$ cat config.mk
export PLATFORM = sky130hd
export DESIGN_NAME = rmq_div
export DESIGN_NICKNAME = d
export VERILOG_FILES = /design/src/rtl/assert_macros.svh /design/src/rtl/rmq_pkg.sv /design/src/rtl/rmq_div.sv
export SDC_FILE = /design/constraint.sdc
export NUM_CORES = 2
export LEC_CHECK = 0
export ABC_AREA = 1
export ABC_CLOCK_PERIOD_IN_PS = 4100
export BUFFER_PORTS_ARGS = -buffer_cell sky130_fd_sc_hd__buf_2
export CAP_MARGIN = 15
export CORE_UTILIZATION = 55
export CTS_CLUSTER_DIAMETER = 120
export DETAILED_ROUTE_END_ITERATION = 7
export PLACE_DENSITY = 0.76
export SYNTH_ARGS = -nofsm -noshare
export SYNTH_HDL_FRONTEND = slang
export SYNTH_SLANG_ARGS = --single-unit
$ cat constraint.sdc
create_clock -name clk -period 4.1 [get_ports clk]
set_clock_uncertainty 0.15 [all_clocks]
set_input_delay 0.615 -clock clk [delete_from_list [all_inputs] [get_ports clk]]
set_output_delay 0.615 -clock clk [all_outputs]
set_load 0.1 [all_outputs]
$ cat src/rtl/assert_macros.svh
// ---------------------------------------------------------------------------
// assert_macros.svh
// Assertion helper macros for the rotation-to-quaternion RTL.
// ---------------------------------------------------------------------------
`ifndef ASSERT_MACROS_SVH
`define ASSERT_MACROS_SVH
`ifndef NO_ASSERTIONS
`define ASSERT_IMPLIES(label, clk, rst_n, a, b) \
    label: assert property (@(posedge clk) disable iff (!rst_n) (a) |-> (b)) \
    else $error("assertion failed");
`define ASSERT_NEXT(label, clk, rst_n, a, b) \
    label: assert property (@(posedge clk) disable iff (!rst_n) (a) |=> (b)) \
    else $error("assertion failed");
`else
`define ASSERT_IMPLIES(label, clk, rst_n, a, b)
`define ASSERT_NEXT(label, clk, rst_n, a, b)
`endif
`endif

$ cat src/rtl/rmq_pkg.sv
// ---------------------------------------------------------------------------
// rmq_pkg
// Shared types and constants for the rotation-to-quaternion core.
// ---------------------------------------------------------------------------
package rmq_pkg;
    localparam int DW = 16;
    localparam int FB = 14;
    // root argument: up to 1 + 3*2^15 in Q14, shifted by FB
    localparam int AW = 18;             // |arg| bits (arg >= 0 after clamp)
    localparam int RW = AW + FB;        // radicand width
    localparam int SW = RW / 2;         // root width
    localparam int NW = DW + 1;         // off-diagonal sum width
    localparam int DIVW = NW - 1 + FB + 1; // dividend width (mag<<FB + s)
    localparam int QW = DIVW;           // quotient width
    // input register + root stages + divide stages + output register
    localparam int LAT = 1 + SW + QW + 1;

    typedef struct packed {
        logic signed [DW-1:0] m00;
        logic signed [DW-1:0] m01;
        logic signed [DW-1:0] m02;
        logic signed [DW-1:0] m10;
        logic signed [DW-1:0] m11;
        logic signed [DW-1:0] m12;
        logic signed [DW-1:0] m20;
        logic signed [DW-1:0] m21;
        logic signed [DW-1:0] m22;
    } mat_t;

    typedef struct packed {
        logic signed [DW-1:0] qw;
        logic signed [DW-1:0] qx;
        logic signed [DW-1:0] qy;
        logic signed [DW-1:0] qz;
        logic                 invalid;
    } quat_t;

    typedef enum logic [1:0] {
        PIV_W = 2'd0,
        PIV_X = 2'd1,
        PIV_Y = 2'd2,
        PIV_Z = 2'd3
    } piv_t;

    // payload carried alongside the root pipeline
    typedef struct packed {
        piv_t                 piv;
        logic signed [NW-1:0] n0;
        logic signed [NW-1:0] n1;
        logic signed [NW-1:0] n2;
    } side_t;

    function automatic logic [DW-1:0] sat_mag(input logic [QW-1:0] mag,
                                              input logic neg);
        logic [QW-1:0] lim;
        logic [QW-1:0] m;
        begin
            lim = neg ? (QW'(1) << (DW-1)) : ((QW'(1) << (DW-1)) - QW'(1));
            m = (mag > lim) ? lim : mag;
            sat_mag = neg ? DW'(QW'(0) - m) : DW'(m);
        end
    endfunction
endpackage

$ cat src/rtl/rmq_div.sv
// ---------------------------------------------------------------------------
// rmq_div
// Pipelined restoring unsigned divider, one quotient bit per stage.
// ---------------------------------------------------------------------------
module rmq_div
    import rmq_pkg::*;
(
    input  logic            clk,
    input  logic            adv,
    input  logic [DIVW-1:0] num,
    input  logic [SW:0]     den,
    input  logic            neg_in,
    output logic [QW-1:0]   quo,
    output logic            neg_out
);
    // entry i holds the state after quotient bit i
    logic [DIVW-1:0] rem_reg [QW];
    logic [QW-1:0]   q_reg   [QW];
    logic [SW:0]     d_reg   [QW];
    logic            n_reg   [QW];

    for (genvar i = 0; i < QW; i++)
    begin : g_st
        localparam int SH = QW - 1 - i;
        logic [DIVW-1:0]  rem_cur;
        logic [QW-1:0]    q_cur;
        logic [SW:0]      d_cur;
        logic             n_cur;
        logic [DIVW+SW:0] dsh;
        logic [DIVW-1:0]  rem_next;
        logic             bit_q;

        if (i == 0)
        begin : g_first
            assign rem_cur = num;
            assign q_cur   = '0;
            assign d_cur   = den;
            assign n_cur   = neg_in;
        end
        else
        begin : g_rest
            assign rem_cur = rem_reg[i-1];
            assign q_cur   = q_reg[i-1];
            assign d_cur   = d_reg[i-1];
            assign n_cur   = n_reg[i-1];
        end

        always_comb
        begin
            dsh = (DIVW+SW+1)'(d_cur) << SH;
            bit_q = ((DIVW+SW+1)'(rem_cur) >= dsh);
            rem_next = bit_q ? DIVW'((DIVW+SW+1)'(rem_cur) - dsh) : rem_cur;
        end

        always_ff @(posedge clk)
        begin
            if (adv)
            begin
                rem_reg[i] <= rem_next;
                q_reg[i]   <= {q_cur[QW-2:0], bit_q};
                d_reg[i]   <= d_cur;
                n_reg[i]   <= n_cur;
            end
        end
    end

    assign quo     = q_reg[QW-1];
    assign neg_out = n_reg[QW-1];
endmodule

Word-level counts from Yosys, hierarchy flattened

Memory sizes are Yosys's and may differ from the RTL's.
Index checks and enable logic that the tools add are counted.

Memories kept: 4
Register bits: 0
Bits in writable memories: 2480

Magnitude comparators: 31
Muxes and demuxes: 33
$add $sub $neg: 31

Memories:

| name    | depth | bits a word | rd ports | clocked after memory_dff | wr ports | line          | source |
|---|---|---|---|---|---|---|---|
| q_reg   | 31    | 31          | 31       | 0                        | 31       | rmq_div.sv:18 | `logic [QW-1:0] q_reg [QW];` |
| rem_reg | 31    | 31          | 30       | 0                        | 31       | rmq_div.sv:17 | `logic [DIVW-1:0] rem_reg [QW];` |
| d_reg   | 31    | 17          | 30       | 0                        | 31       | rmq_div.sv:19 | `logic [SW:0] d_reg [QW];` |
| n_reg   | 31    | 1           | 31       | 0                        | 31       | rmq_div.sv:20 | `logic n_reg [QW];` |

Operators by type and width:

| cell             | number |
|---|---|
| $mux 31          | 31 |
| $sub 31x31->31   | 17 |
| $ge 31x47->1     | 1 |
| $ge 31x46->1     | 1 |
| $ge 31x45->1     | 1 |
| $ge 31x44->1     | 1 |
| $ge 31x43->1     | 1 |
| $ge 31x42->1     | 1 |
| $ge 31x41->1     | 1 |
| $ge 31x40->1     | 1 |
| $ge 31x39->1     | 1 |
| $ge 31x38->1     | 1 |
| $ge 31x37->1     | 1 |
| $ge 31x36->1     | 1 |
| $ge 31x35->1     | 1 |
| $ge 31x34->1     | 1 |
| $ge 31x33->1     | 1 |
| $ge 31x32->1     | 1 |
| $ge 31x17->1     | 1 |
| $ge 31x18->1     | 1 |
| $ge 31x19->1     | 1 |
| $ge 31x20->1     | 1 |
| $ge 31x21->1     | 1 |
| $ge 31x22->1     | 1 |
| 24 further kinds | 25 |

Logic depth before layout (Yosys ltp)

An unclocked memory read counts as a cell.

Word-level depth: 3
Gate-level depth with buffers: 16

Worst setup path before layout

No wires, ideal clock.

Path type: reg2reg
Start: memory rem_reg[1][193] (netlist bit)
End: memory rem_reg[1][244] (netlist bit) (data pin)
Data arrival time: 2012 ps
Clock period less this slack: 2418 ps
Cell stages (with the launch flop): 14
Path buffers: 1
Setup time: 256 ps
Required time: 3694 ps
Path slack: 1682 ps
Path through: edfxtp_1 inv_1 ha_1 inv_1 fa_1 nand3_1 nand3_1 nand2_1 nand3b_1 nand2_1 nand3_1 nor2_2 buf_6 a21oi_1

RTL lines:

| what            | line |
|---|---|
| start, declared | rmq_div.sv:17 |

==> qor.txt <==
Final setup vio count = 0
Mapped Area = 95700 µm²
Most numerous cell in the Yosys netlist = nand2_1
Setup Total Neg Slack = 0 ns
PortBufs = 82
Fin cells = 12289
R2R depth = 10
Post-synthesis register bit count = 1967
Vias in the first global route = 63822
Slowest stage delay, CP = 0.77 ns
EDFF count, synth = 1967
Outcome = finished clean
Max rail drop VDD = 0.516 mV
Syn Area/Cell = 10.1 µm²
Final worst-path setup slack = 0.843 ns
Synth top area share = 61.7%
DRT iter0 DRCs = 5598
Core Box Area = 172000 µm²
Cell Count Post-Placement = 11882
H-Tree Depth = 4
Fin crit share = 79.4%
CP max FO = 17
Area leader, netlist = edfxtp_1
Slew Limit Fails = 0
CTS root buf = clkbuf_16
CP required = 4.54 ns
Pleak = 0.0460 µW
Grt total ovfl = 0
CTS tree = yes
Initial Utilization = 55.6%
Most area-consuming cells after synthesis = edfxtp_1, nand2_1, inv_1
Router iterations before antenna repair = 6
Post-synthesis sequential area ratio = 61.7%
CP Data Arrival Time = 3.70 ns
Final antenna-violating net count = 0
Synth warn = 0
Final instance area = 106000 µm²
Reg clk slew, reported paths = 0.06 ns
Netlist cell types = 55
GP Congestion = 1.00
Asr flop ratio synth = 0%
DRC viols = 0
NumNets Final = 10289
Layout cells sized above 1 = 5.63%
Initial antenna violation count = 3
Synth top cells by count = nand2_1, edfxtp_1, inv_1
Vias/cell = 5.37
Placed instance area = 99300 µm²
Largest register FFs = 930
Largest net degree at the start of global routing = 111
Max-Cap Viols = 0
RSZ-0062 raised after global routing = false
PwrDens = 576 nW/µm²
Die height = 419 µm
F_max = 307 MHz
Most used flip-flop cell after synthesis = edfxtp_1
Tot GR Track Use = 26.1%
Skew-Pair Late Insertion Delay = 0.86 ns
Mapped Cells = 9488
Min cycle time layout = 3.26 ns
Layout area overhead = 11.2%
Worst path cell trace = ha_1, nand2_1, inv_1, a21oi_1, nand3_1, nand2_1, inv_1, nor2_2, buf_4, a21oi_1
Cell row count = 152
Hpwl dp = 172000 µm
Die W = 419 µm
Nature of the critical path endpoint = flop
Critical Path Start Type = flop
CTS buffer count = 196
IO Count = 83
First-pass GRT wire length = 353000 µm
Cell count along the critical path = 10
Total Wirelength = 228000 µm
Via count = 66036
Top delay family on crit path = simple AND/OR/NAND/NOR gates
Worst min path class = input pin to flop
WP buf/inv = 3
Critical-path top delay cell = nor2_2
Postcts setup bufs = 0
Crit Path Class = flop to flop
Syn Nets = 9958
Worst-Margin Slew = 0.990 ns
Clock buffer depth = 3
Placement Setup Slack = 0.904 ns
DR WL/cell = 18.6 µm
Slew margin rel. = 33.9%
Hold Vio Cnt, Final = 0
Die area = 176000 µm²
Clk sinks = 1967
Hold path depth = 1
[worst paths after layout]
kind | from | to | slack, ns
max reg2reg | rem_reg[1][231]$_DFFE_PP_ | rem_reg[1][272]$_DFFE_PP_ | 0.84
min reg2reg | q_reg[1][97]$_DFFE_PP_ | q_reg[1][129]$_DFFE_PP_ | 0.24
max | rem_reg[1][231]$_DFFE_PP_ | rem_reg[1][272]$_DFFE_PP_ | 0.84
min | adv | q_reg[0][0]$_DFFE_PP_ | 0.09
[layout make-up]
class | instances | area, µm²
fillers | 13966 | 65800
flip-flops and latches | 1967 | 59100
clock inverters | 126 | 1620
diodes | 1 | 2.50
well taps | 2310 | 2890
inverters | 1421 | 5330
repair buffers | 200 | 1720
clock buffers | 231 | 5040
multi-input cells | 6033 | 30800
[worst reg2reg max path, cell delays in order (launching register included)]
cell      delay (ns)
edfxtp_1        0.42
ha_1            0.38
nand2_1         0.14
inv_1           0.05
a21oi_1         0.24
nand3_1         0.21
nand2_1         0.21
inv_1           0.07
nor2_2          0.77
buf_4           0.29
a21oi_1         0.05
[cell usage in the layout (no fill, tap or decap), types with 29 or more instances in the layout]
master,count
nand3_1,557
xor2_1,183
a21oi_1,331
clkinv_2,29
nand4_1,207
dlygate4sd3_1,49
inv_1,1406
clkbuf_16,196
clkbuf_1,35
o21bai_1,29
buf_2,81
xnor2_1,40
nor3_1,128
o21ai_0,142
nand2_1,2889
nor4_1,50
buf_4,46
clkinv_1,38
nor2_1,814
edfxtp_1,1967
ha_1,391
nand3b_1,42
[where the power goes]
part,total [µW],switching [µW],internal (µW)
Clock,18200,7810,10400
Sequential,27200,1940,25300
Combinational,15900,10700,5230
Total,61300,20400,40900
[stage by stage]
| step | utilization [%] | hold slack, ns | power [µW] |
|---|---|---|---|
| finish | 61.8 | 0.0933 | 61300 |
| global route | 61.8 | 0.0848 | 64700 |
| CTS | 61.8 | 0.0500 | 61500 |
| detailed placement | 57.6 | 0.255 | 43100 |
| global placement | 57.6 | 0.251 | 43000 |
| floorplan | - | 0.250 | 37900 |
[logic make-up after synthesis]
group | after synthesis | share of synthesized area (%)
AOI/OAI and AO/OA | 589 | 3.41
adders and majority gates | 419 | 5.70
buffers and inverters | 1488 | 6.11
DFF | 1967 | 61.7
xor gates and xnor gates | 223 | 2.04
and+or+nand+nor | 4802 | 21.0
[layer usage]
metal | up-vias | routed length, µm | GRT usage [%]
met3 | 416 | 13300 | 3.60
met1 | 31319 | 99300 | 35.4
li1 | 32275 | - | -
met4 | 0 | 8450 | 10.0
met2 | 2026 | 107000 | 42.8
met5 | - | 0 | 0
[repair_timing]
item,CTS,global route
gates resized for setup,0,0
endpoints found under the hold margin,49,0
hold buffers,49,0
(Power assumes the default switching activity.)
