## src/rtl/assert_macros.svh

```systemverilog
// ---------------------------------------------------------------------------
// assert_macros.svh
// Assertion helper macros for the rotation-to-quaternion RTL.
// ---------------------------------------------------------------------------
`ifndef ASSERT_MACROS_SVH
`define ASSERT_MACROS_SVH
`ifndef NO_ASSERTIONS
`define ASSERT_IMPLIES(label, clk, rst_n, a, b) \
    label: assert property (@(posedge clk) disable iff (!rst_n) (a) |-> (b)) \
    else $error("assertion failed");
`define ASSERT_NEXT(label, clk, rst_n, a, b) \
    label: assert property (@(posedge clk) disable iff (!rst_n) (a) |=> (b)) \
    else $error("assertion failed");
`else
`define ASSERT_IMPLIES(label, clk, rst_n, a, b)
`define ASSERT_NEXT(label, clk, rst_n, a, b)
`endif
`endif

```

## src/rtl/rmq_pkg.sv

```systemverilog
// ---------------------------------------------------------------------------
// rmq_pkg
// Shared types and constants for the rotation-to-quaternion core.
// ---------------------------------------------------------------------------
package rmq_pkg;
    localparam int DW = 16;
    localparam int FB = 14;
    // root argument: up to 1 + 3*2^15 in Q14, shifted by FB
    localparam int AW = 18;             // |arg| bits (arg >= 0 after clamp)
    localparam int RW = AW + FB;        // radicand width
    localparam int SW = RW / 2;         // root width
    localparam int NW = DW + 1;         // off-diagonal sum width
    localparam int DIVW = NW - 1 + FB + 1; // dividend width (mag<<FB + s)
    localparam int QW = DIVW;           // quotient width
    // input register + root stages + divide stages + output register
    localparam int LAT = 1 + SW + QW + 1;

    typedef struct packed {
        logic signed [DW-1:0] m00;
        logic signed [DW-1:0] m01;
        logic signed [DW-1:0] m02;
        logic signed [DW-1:0] m10;
        logic signed [DW-1:0] m11;
        logic signed [DW-1:0] m12;
        logic signed [DW-1:0] m20;
        logic signed [DW-1:0] m21;
        logic signed [DW-1:0] m22;
    } mat_t;

    typedef struct packed {
        logic signed [DW-1:0] qw;
        logic signed [DW-1:0] qx;
        logic signed [DW-1:0] qy;
        logic signed [DW-1:0] qz;
        logic                 invalid;
    } quat_t;

    typedef enum logic [1:0] {
        PIV_W = 2'd0,
        PIV_X = 2'd1,
        PIV_Y = 2'd2,
        PIV_Z = 2'd3
    } piv_t;

    // payload carried alongside the root pipeline
    typedef struct packed {
        piv_t                 piv;
        logic signed [NW-1:0] n0;
        logic signed [NW-1:0] n1;
        logic signed [NW-1:0] n2;
    } side_t;

    function automatic logic [DW-1:0] sat_mag(input logic [QW-1:0] mag,
                                              input logic neg);
        logic [QW-1:0] lim;
        logic [QW-1:0] m;
        begin
            lim = neg ? (QW'(1) << (DW-1)) : ((QW'(1) << (DW-1)) - QW'(1));
            m = (mag > lim) ? lim : mag;
            sat_mag = neg ? DW'(QW'(0) - m) : DW'(m);
        end
    endfunction
endpackage

```

## src/rtl/rmq_sqrt.sv

```systemverilog
// ---------------------------------------------------------------------------
// rmq_sqrt
// Pipelined restoring integer square root, one result bit per stage.
// ---------------------------------------------------------------------------
module rmq_sqrt
    import rmq_pkg::*;
(
    input  logic          clk,
    input  logic          adv,
    input  logic [RW-1:0] rad,
    input  side_t         side_in,
    output logic [SW-1:0] root,
    output side_t         side_out
);
    // entry i holds the state after result bit i
    logic [RW-1:0] rem_reg  [SW];
    logic [SW-1:0] root_reg [SW];
    side_t         side_reg [SW];

    for (genvar i = 0; i < SW; i++)
    begin : g_st
        localparam int SH = 2 * (SW - 1 - i);
        logic [RW-1:0] rem_cur;
        logic [SW-1:0] root_cur;
        side_t         side_cur;
        logic [RW-1:0] rem_next;
        logic [SW-1:0] root_next;
        logic [RW+1:0] tsh;

        if (i == 0)
        begin : g_first
            assign rem_cur  = rad;
            assign root_cur = '0;
            assign side_cur = side_in;
        end
        else
        begin : g_rest
            assign rem_cur  = rem_reg[i-1];
            assign root_cur = root_reg[i-1];
            assign side_cur = side_reg[i-1];
        end

        always_comb
        begin
            tsh = (RW+2)'({root_cur, 2'b01}) << SH;
            if ({2'b00, rem_cur} >= tsh)
            begin
                rem_next  = RW'({2'b00, rem_cur} - tsh);
                root_next = {root_cur[SW-2:0], 1'b1};
            end
            else
            begin
                rem_next  = rem_cur;
                root_next = {root_cur[SW-2:0], 1'b0};
            end
        end

        always_ff @(posedge clk)
        begin
            if (adv)
            begin
                rem_reg[i]  <= rem_next;
                root_reg[i] <= root_next;
                side_reg[i] <= side_cur;
            end
        end
    end

    assign root     = root_reg[SW-1];
    assign side_out = side_reg[SW-1];
endmodule

```

## config.mk

```make
export PLATFORM = sky130hd
export DESIGN_NAME = rmq_sqrt
export DESIGN_NICKNAME = d
export VERILOG_FILES = /design/src/rtl/assert_macros.svh /design/src/rtl/rmq_pkg.sv /design/src/rtl/rmq_sqrt.sv
export SDC_FILE = /design/constraint.sdc
export NUM_CORES = 1
export LEC_CHECK = 0
export ABC_AREA = 0
export ABC_CLOCK_PERIOD_IN_PS = 3800
export BUFFER_PORTS_ARGS = -buffer_cell sky130_fd_sc_hd__clkbuf_2
export CAP_MARGIN = 15
export CORE_MARGIN = 5
export CORE_UTILIZATION = 55
export DETAILED_ROUTE_END_ITERATION = 10
export PLACE_DENSITY = 0.7
export SYNTH_ARGS = -nofsm -noshare
export SYNTH_HDL_FRONTEND = slang
export SYNTH_SLANG_ARGS = --single-unit
```

## constraint.sdc

```tcl
create_clock -name clk -period 3.8 [get_ports clk]
set_clock_uncertainty 0.1 [all_clocks]
set_input_delay 0.57 -clock clk [delete_from_list [all_inputs] [get_ports clk]]
set_output_delay 0.57 -clock clk [all_outputs]
set_load 0.01 [all_outputs]
```

After elaboration in Yosys (flattened, before gate mapping). Memories as Yosys holds them, arrays and structs flattened. Cells that the tools add are included.

Muxes and demuxes: 34. Magnitude comparators: 16. Add/sub/neg operators: 16.

Operators with widths (number): 2-to-1 mux 32 bit (16); subtractor 32 bit (8); greater-or-equal comparator 32 x 34 -> 1 bit (7); greater-or-equal comparator 32 x 18 -> 1 bit (1); greater-or-equal comparator 32 x 20 -> 1 bit (1); greater-or-equal comparator 32 x 22 -> 1 bit (1); greater-or-equal comparator 32 x 24 -> 1 bit (1); greater-or-equal comparator 32 x 26 -> 1 bit (1); greater-or-equal comparator 32 x 28 -> 1 bit (1); greater-or-equal comparator 32 x 30 -> 1 bit (1); greater-or-equal comparator 32 x 31 -> 1 bit (second input constant) (1); greater-or-equal comparator 32 bit (1); subtractor 32 x 18 -> 32 bit (1); subtractor 32 x 20 -> 32 bit (1); subtractor 32 x 22 -> 32 bit (1); subtractor 32 x 24 -> 32 bit (1); subtractor 32 x 26 -> 32 bit (1); subtractor 32 x 28 -> 32 bit (1); subtractor 32 x 30 -> 32 bit (1); subtractor 32 x 31 -> 32 bit (second input constant) (1); 2-to-1 mux 1 bit (18).

Flip-flop bits (word level): 0. Memories: 3. Memory bits (writable): 1616. Input port bits: 87. Output and inout port bits: 69. Logic and storage cells: 69.

Memories: side_reg (depth 16, width 53, read ports 16, clocked after memory_dff 0, wr ports 16, RTL line rmq_sqrt.sv:18) `side_t side_reg [SW];`; rem_reg (depth 16, width 32, read ports 15, clocked after memory_dff 0, wr ports 16, RTL line rmq_sqrt.sv:16) `logic [RW-1:0] rem_reg [SW];`; root_reg (depth 16, width 16, read ports 16, clocked after memory_dff 0, wr ports 16, RTL line rmq_sqrt.sv:17) `logic [SW-1:0] root_reg [SW];`.

Depth between registers and ports, before layout. Gate-level depths: netlist of the first run. An unclocked memory read counts as a cell.

Word-level depth: 3. Depth in mapped cells: 12. Gate-level depth less buffers: 10.

Worst setup path after synthesis of the first run. OpenSTA, ideal clock, no wires.

Kind: flip-flop to flip-flop. Start point: memory rem_reg[1][177] (netlist bit). End point: memory rem_reg[1][201] (netlist bit) (data pin). Stages on the path, launching flop included: 9. Setup slack: 740 ps. Period minus slack after synthesis: 3060 ps. Data required time: 3440 ps. Data arrival time: 2700 ps. Setup time: 260 ps. Path through: edfxtp_1 -> ha_1 -> a2111oi_1 -> nand2_1 -> or3_1 -> a41oi_1 -> a21oi_2 -> buf_6 -> mux2_4.

RTL lines (RTL line): from (decl) (rmq_sqrt.sv:16).

==> results of run 1 <==
-- what timing repair did --
| action | CTS | global route |
|---|---|---|
| hold buffers | 83 | 0 |
| gates resized for setup | 0 | 2 |
| setup endpoints to repair | 0 | 10 |
| endpoints found under the hold margin | 83 | 0 |
-- cell type report --
type / instances / area, um^2
flip-flops and latches: 1464 / 43960
repair buffers: 294 / 2217
fillers: 6829 / 35510
clock inverters: 88 / 935.9
inverters: 187 / 701.9
well taps: 1287 / 1610
clock buffers: 175 / 3784
multi-input cells: 1404 / 9701
-- metal layers --
metal  track usage  vias to the layer above  wire length, um
li1              -                    12658                -
met5             0                        -                0
met2        0.2855                      552            43590
met4       0.06863                        0             2903
met3       0.03415                      208             3232
met1        0.1740                    12660            30990
-- synthesized netlist by cell type (all sizes together), types with 4 or more instances --
library cell	count
nor4	71
and3	6
nand3b	6
a21oi	141
nand4b	9
nand2b	24
nor4b	13
mux2	18
nor2	150
or4	21
mux2i	4
ha	150
o211ai	9
nor3	71
nor2b	22
o2111ai	5
o21bai	8
edfxtp	1464
clkbuf	18
a2111oi	4
a21o	45
a211o	4
xnor2	103
or2	13
buf	10
nand4	28
a21boi	7
o31ai	8
o21ai	92
nand2	127
nand3	31
o21a	33
inv	187
nor3b	9
a211oi	8
or3	20
and2	12
xor2	92
-- path summary, 6_finish.rpt --
| kind | to |
|---|---|
| worst max-delay path | rem_reg[1][112] |
| worst min-delay path | rem_reg[0][31] |
| worst max register to register | rem_reg[1][112] |
| worst min register to register | side_reg[0][136] |
-- through the flow --
| step | hold slack [ns] | cell area (um^2) | setup WS (ns) | total power, uW | instances |
|---|---|---|---|---|---|
| 5_1_grt | 0.07896 | 62910 | 0.1544 | 39230 | 4899 |
| 3_5_place_dp | 0.3045 | 57360 | 0.2472 | 23880 | 4553 |
| 6_report | 0.09753 | 62910 | 0.4221 | 37490 | 4899 |
| 4_1_cts | 0.002123 | 62910 | 0.2217 | 37930 | 4899 |
| 3_3_place_gp | 0.3003 | 57360 | 0.4488 | 23630 | 4553 |
| 2_1_floorplan | 0.3003 | 54500 | 0.7396 | 22590 | 3083 |
-- power by group --
group          internal, uW  switching [uW]  total [uW]
sequential            19500             723       20200
combinational          1480            1930        3410
clock                  8120            5730       13900
total                 29100            8380       37500
-- worst max-delay path, delay by kind of cell, from the launching register on --
kind            cells  cell delay, ns
buf+inv             2            0.52
compound gates      5            1.38
flops               1            0.40
simple gates        2            0.29
fa+ha+maj           1            0.40
-- logic make-up after synthesis --
kind of cell / Yosys count / synth area share
AOI/OAI and AO/OA: 394 / 0.04522
xor gates and xnor gates: 195 / 0.03134
DFF: 1464 / 0.8066
muxes: 22 / 0.004729
and+or+nand+nor: 643 / 0.06223
buffers and inverters: 215 / 0.01545
adders and majority gates: 150 / 0.03443
==> results.md, run 1 <==
- Status: finished clean
- Worst-Skew Late Latency: around 0.75 ns
- CTS buffer count: between 100 and 150
- Root buf cell: clkbuf_16
- Largest net degree at the start of global routing: 138
- Unrepaired setup endpoints after global routing: false
- Final Hold Viols: 0
- Initial antenna violation count: 0
- Die area: around 110000 um^2
- Avg Vias per Cell: between 5 and 6
- CP endpoint kind: flop
- Worst path most repeated cell: a21oi_1
- Max FFs per register: 848
- CTS max path bufs: 3
- Required @ worst endpoint: ~4.2 ns
- Initial Util: 0.5538
- Synth Cell Area: ~55000 um^2
- Fin Setup TNS: 0 ns
- Worst vdd ir: 0.4443 mV
- Ports: between 150 and 200
- R2R Setup Slk: 0.42 ns
- Commonest non-fill, non-tap cell in the layout: edfxtp_1
- Drt pass-1 iters: 5
- Port Buf Inserts: 155
- Top cells by area, synth: edfxtp_1 (81%), ha_1 (3.4%), xnor2_1 (1.7%), xor2_1 (1.5%), inv_1 (1.3%)
- Worst R2R Start: rem_reg[1][81]
- Most frequent cells in the layout: edfxtp_1 (1464), inv_1 (187), clkbuf_2 (154)
- Power per cell area: 595.9 nW/um^2
- Ys Warns: 0
- Wirelength per Cell: around 16 um
- Max-Cap Viols: 0
- Syn Inst Count: 3083
- Worst slew margin: 0.3310
- Worst EP arrival: 3.72 ns
- Chip height: about 320 um
- Slowest cell delay on critical path: between 0.5 and 0.6 ns
- Crit Path Class: reg2reg
- 1st-iter DRT viols: 1814
- Final core occ: 0.6392
- Post-DRT Antenna Nets: 0
- Crit path launch type: flop
- Layout Nets: 3733
- CTS sink cnt: ~1500
- Post-CTS Setup Bufs: 0
- Final Max Tran Viols: 0
- H-tree Lvls: 4
- Vias in the first global route: between 20000 and 30000
- HP Class: in2reg
- Via count: between 20000 and 30000
- Total routed wirelength: 80.72 mm
- Syn Nets: 3320
- CP cell instances: ha_1 -> a21oi_1 -> o21ai_0 -> a2111oi_1 -> nand2_1 -> o21ai_1 -> buf_4 -> inv_1 -> nor2_1 -> a21oi_1
- Tcrit/Tclk final: 0.8889
- Max FO, Critical Path: 20
- Reg clk slew, reported paths: roughly 0.06 ns
- Yosys cell types: 79
- Die width: 324.8 um
- First-pass GRT wire length: between 100 and 150 mm
- Mean Syn Cell Area: 17.68 um^2
- Dpl hpwl: 51.96 mm
- CTS tree: yes
- Synth Flop Type: edfxtp_1
- Fraction of layout cells with a size suffix above 1: 0.1279
- Final weighted congestion in routability-driven placement: 0.9461
- Leak Pwr: approximately 0.023 uW
- R2R cell count: 10
- #FFs+latches synth: roughly 1500
- Hold Startpoint: rad[31]
- Core area: 98420 um^2
- CP startpoint: rem_reg[1][81]
- Drc violations: 0
- Inserted Diodes: 0
- Synth async-reset ratio: 0
- Measured slew at the worst slew-check pin: a little under 1 ns
- Fmax: between 0.2 and 0.3 GHz
- Sequential share of the synthesized area: 0.8066
- Finish-stage setup viols: 0
- Cell count of the worst hold path: 3
- Tmin final: 3.378 ns
- Dominant cell type by area after synthesis: edfxtp_1
- Total gr overflow: 0
- Synth top area share: 0.8066
- Number of flops mapped to enable cells by yosys: 1464
- Row Count: 115
- Total GRT Usage: 0.1554
- Synth-to-Final Area Change: 15.43%
- Slowest CP cell: a2111oi_1
Power figures use the tool's default switching activity.
==> inputs of run 2 (changes only) <==
==> constraint.sdc (replaced) <==
create_clock -name clk -period 3.8 [get_ports clk]
set_clock_uncertainty 0.1 [all_clocks]
set_input_delay 0.95 -clock clk [delete_from_list [all_inputs] [get_ports clk]]
set_output_delay 0.95 -clock clk [all_outputs]
set_load 0.01 [all_outputs]
==> run 2 against run 1 <==
Net effect:
- via count is 1.3% lower
- core utilization is 0.62 points lower
- critical path depth stayed put
- clock-buffer cell count is 4 higher
- total power is 0.26% lower
- critical endpoint is now rem_reg[1][115]
- highest routed layer unchanged
- sequential share of layout area is 0.69 points higher
- cell area is 0.97% lower
- register-to-register slack better by 0.04 ns
- non-clock buffer count is 66 lower
- die area stayed put
- worst setup slack better by 0.040 ns
==> results.md, run 2 (synthesis results as in run 1) <==
- Avg Vias per Cell: 5.318 (was 5.323)
- Hold Path Sink: side_reg[0][25] (was rem_reg[0][31])
- CTS buffer count: 145 (unchanged)
- Total routed wirelength: 79.06 mm (was 80.72 mm)
- Die width: 324.8 um (unchanged)
- R2R Setup Slk: 0.46 ns (was 0.42 ns)
- R2r endpoint: rem_reg[1][115] (was rem_reg[1][112])
- 1st-iter DRT viols: 1774 (was 1814)
- Area occupied by multi-input gates: 9699 um^2 (was 9701 um^2)
- Via count: 25728 (was 26078)
- Leak Pwr: 0.02265 uW (was 0.02290 uW)
- Initial Util: 0.5538 (unchanged)
- Reg clk slew, reported paths: 0.06 ns (about the same)
- Commonest non-fill, non-tap cell in the layout: edfxtp_1 (unchanged)
- HP Class: in2reg (unchanged)
- R2R cell count: 10 (unchanged)
- Crit Path Class: reg2reg (unchanged)
- Worst path most repeated cell: a21oi_1 (unchanged)
- Largest net degree at the start of global routing: 110 (was 138)
- Chip height: 324.8 um (unchanged)
- CTS sink cnt: 1464 (unchanged)
- Slowest CP cell: a2111oi_0 (was a2111oi_1)
- CTS max path bufs: 3 (unchanged)
- Fmax: 0.2996 GHz (was 0.2960 GHz)
- Inserted Diodes: 0 (unchanged)
- Total GRT Usage: 0.1513 (was 0.1554)
- Post-DRT Antenna Nets: 0 (unchanged)
- Register area: 43960 um^2 (unchanged)
- Synth-to-Final Area Change: 14.30% (was 15.43%)
- Fraction of layout cells with a size suffix above 1: 0.1335 (was 0.1279)
- Grt met1 use: 0.1748 (was 0.1740)
- Root buf cell: clkbuf_16 (unchanged)
- Final Max Tran Viols: 0 (unchanged)
- Unrepaired setup endpoints after global routing: false (unchanged)
- Max-Cap Viols: 0 (unchanged)
- Worst EP arrival: 3.68 ns (was 3.72 ns)
- Vias in the first global route: 26646 (was 27490)
- Measured slew at the worst slew-check pin: 1.046 ns (was 0.9905 ns)
- H-tree Lvls: 4 (unchanged)
- Met2 Resource Use GR: 0.2724 (was 0.2855)
- Finish-stage setup viols: 0 (unchanged)
- CP endpoint kind: flop (unchanged)
- Final Hold Viols: 0 (unchanged)
- Post-CTS Setup Bufs: 0 (unchanged)
- Initial antenna violation count: 0 (unchanged)
- Required @ worst endpoint: 4.15 ns (about the same)
- Most frequent cells in the layout: edfxtp_1 (1464), inv_1 (187), clkbuf_2 (154) (unchanged)
- Fin Setup TNS: 0 ns (unchanged)
- Hold Startpoint: side_in[25] (was rad[31])
- Die area: 105500 um^2 (unchanged)
- CTS tree: yes (unchanged)
- Final weighted congestion in routability-driven placement: 0.9274 (was 0.9461)
- Busiest layer in global routing: met2 (unchanged)
- Dpl hpwl: 51.83 mm (was 51.96 mm)
- Status: finished clean (unchanged)
- Layout Nets: 3667 (was 3733)
- Met3 usage: 0.03287 (was 0.03415)
- Worst slew margin: 0.2938 (was 0.3310)
- Power per cell area: 600.2 nW/um^2 (was 595.9 nW/um^2)
- Drc violations: 0 (unchanged)
- Worst-Skew Late Latency: 0.74 ns (was 0.75 ns)
- Row Count: 115 (unchanged)
- Max FO, Critical Path: 20 (unchanged)
- Worst vdd ir: 0.3837 mV (was 0.4443 mV)
- Port Buf Inserts: 155 (unchanged)
- Tcrit/Tclk final: 0.8783 (was 0.8889)
- Ports: 156 (unchanged)
- Wirelength per Cell: 16.34 um (was 16.48 um)
- Drt pass-1 iters: 5 (unchanged)
- Core area: 98420 um^2 (unchanged)
- CP cell instances: ha_1 -> a21oi_1 -> o21ai_0 -> a2111oi_0 -> nand2_1 -> o21ai_1 -> buf_4 -> inv_1 -> nor2_1 -> a21oi_1 (was ha_1 -> a21oi_1 -> o21ai_0 -> a2111oi_1 -> nand2_1 -> o21ai_1 -> buf_4 -> inv_1 -> nor2_1 -> a21oi_1)
- Crit path launch type: flop (unchanged)
- First-pass GRT wire length: 131.8 mm (was 135.4 mm)
- Total gr overflow: 0 (unchanged)
- Cell count of the worst hold path: 1 (was 3)
- Slowest cell delay on critical path: 0.57 ns (was 0.56 ns)
- Max FFs per register: 848 (unchanged)
- Worst R2R Start: rem_reg[1][83] (was rem_reg[1][81])
- Minimum hold slack: 0.2850 ns (was 0.09753 ns)
- FILL cells: 6861 (was 6829)
- Tmin final: 3.338 ns (was 3.378 ns)
[run 2: changes by cell type in the layout (fill, tap and decap cells not counted), sizes merged]
cell	delta
buf	+17
inv	-1
clkbuf	+4
dlygate4sd3	-83
clkinv	+2
[run 2: power breakdown]
| part | switching (uW) | internal, uW | total [uW] |
|---|---|---|---|
| sequential | 710 | 19500 | 20200 |
| clock | 5740 | 8090 | 13800 |
| combinational | 1900 | 1440 | 3340 |
[run 2: cell type report]
type / count / share of cell area
Tap cell: 1287 / 0.02585
Clock inverter: 89 / 0.01518
Clock buffer: 179 / 0.06063
Inverter: 187 / 0.01127
Timing Repair Buffer: 228 / 0.02571
Sequential cell: 1464 / 0.7057
Multi-Input combinational cell: 1404 / 0.1557
[run 2: worst max path at each step]
stage                     slack [ns]       startpoint              end
final                           0.46   rem_reg[1][83]  rem_reg[1][115]
after global routing            0.16   rem_reg[1][83]  rem_reg[1][116]
after CTS                       0.33   rem_reg[1][81]  rem_reg[1][115]
after detailed placement        0.37   rem_reg[1][81]  rem_reg[1][115]
after global placement          0.41   rem_reg[1][83]  rem_reg[1][115]
after floorplan                 0.74  rem_reg[1][177]  rem_reg[1][201]
[run 2: per-stage QoR]
step | utilization | total power [uW] | std cells | setup slack [ns] | area (um^2)
after floorplan | - | 22590 | 3083 | 0.7396 | 54500
final | 0.6330 | 37390 | 4838 | 0.4625 | 62300
after global placement | 0.5850 | 23660 | 4570 | 0.4080 | 57580
after detailed placement | 0.5850 | 23880 | 4570 | 0.3670 | 57580
after CTS | 0.6330 | 37870 | 4838 | 0.3350 | 62300
after global routing | 0.6330 | 39120 | 4838 | 0.1565 | 62300
[run 2: what timing repair did]
item,CTS,global route
gates resized for setup,0,1
setup endpoints to repair,0,10
hold buffers,0,0
[run 2: critical path, delay by kind of cell (launching register included)]
| family | cells | cell delay (ns) |
|---|---|---|
| flops | 1 | 0.39 |
| compound gates | 5 | 1.37 |
| simple gates | 2 | 0.31 |
| buf+inv | 2 | 0.52 |
| fa+ha+maj | 1 | 0.37 |
[run 2: routing by layer]
layer / part of all wire / routed length, um
met2: 0.53 / 41850
met1: 0.39 / 30940
met4: 0.039 / 3058
met5: 0 / 0
met3: 0.041 / 3210
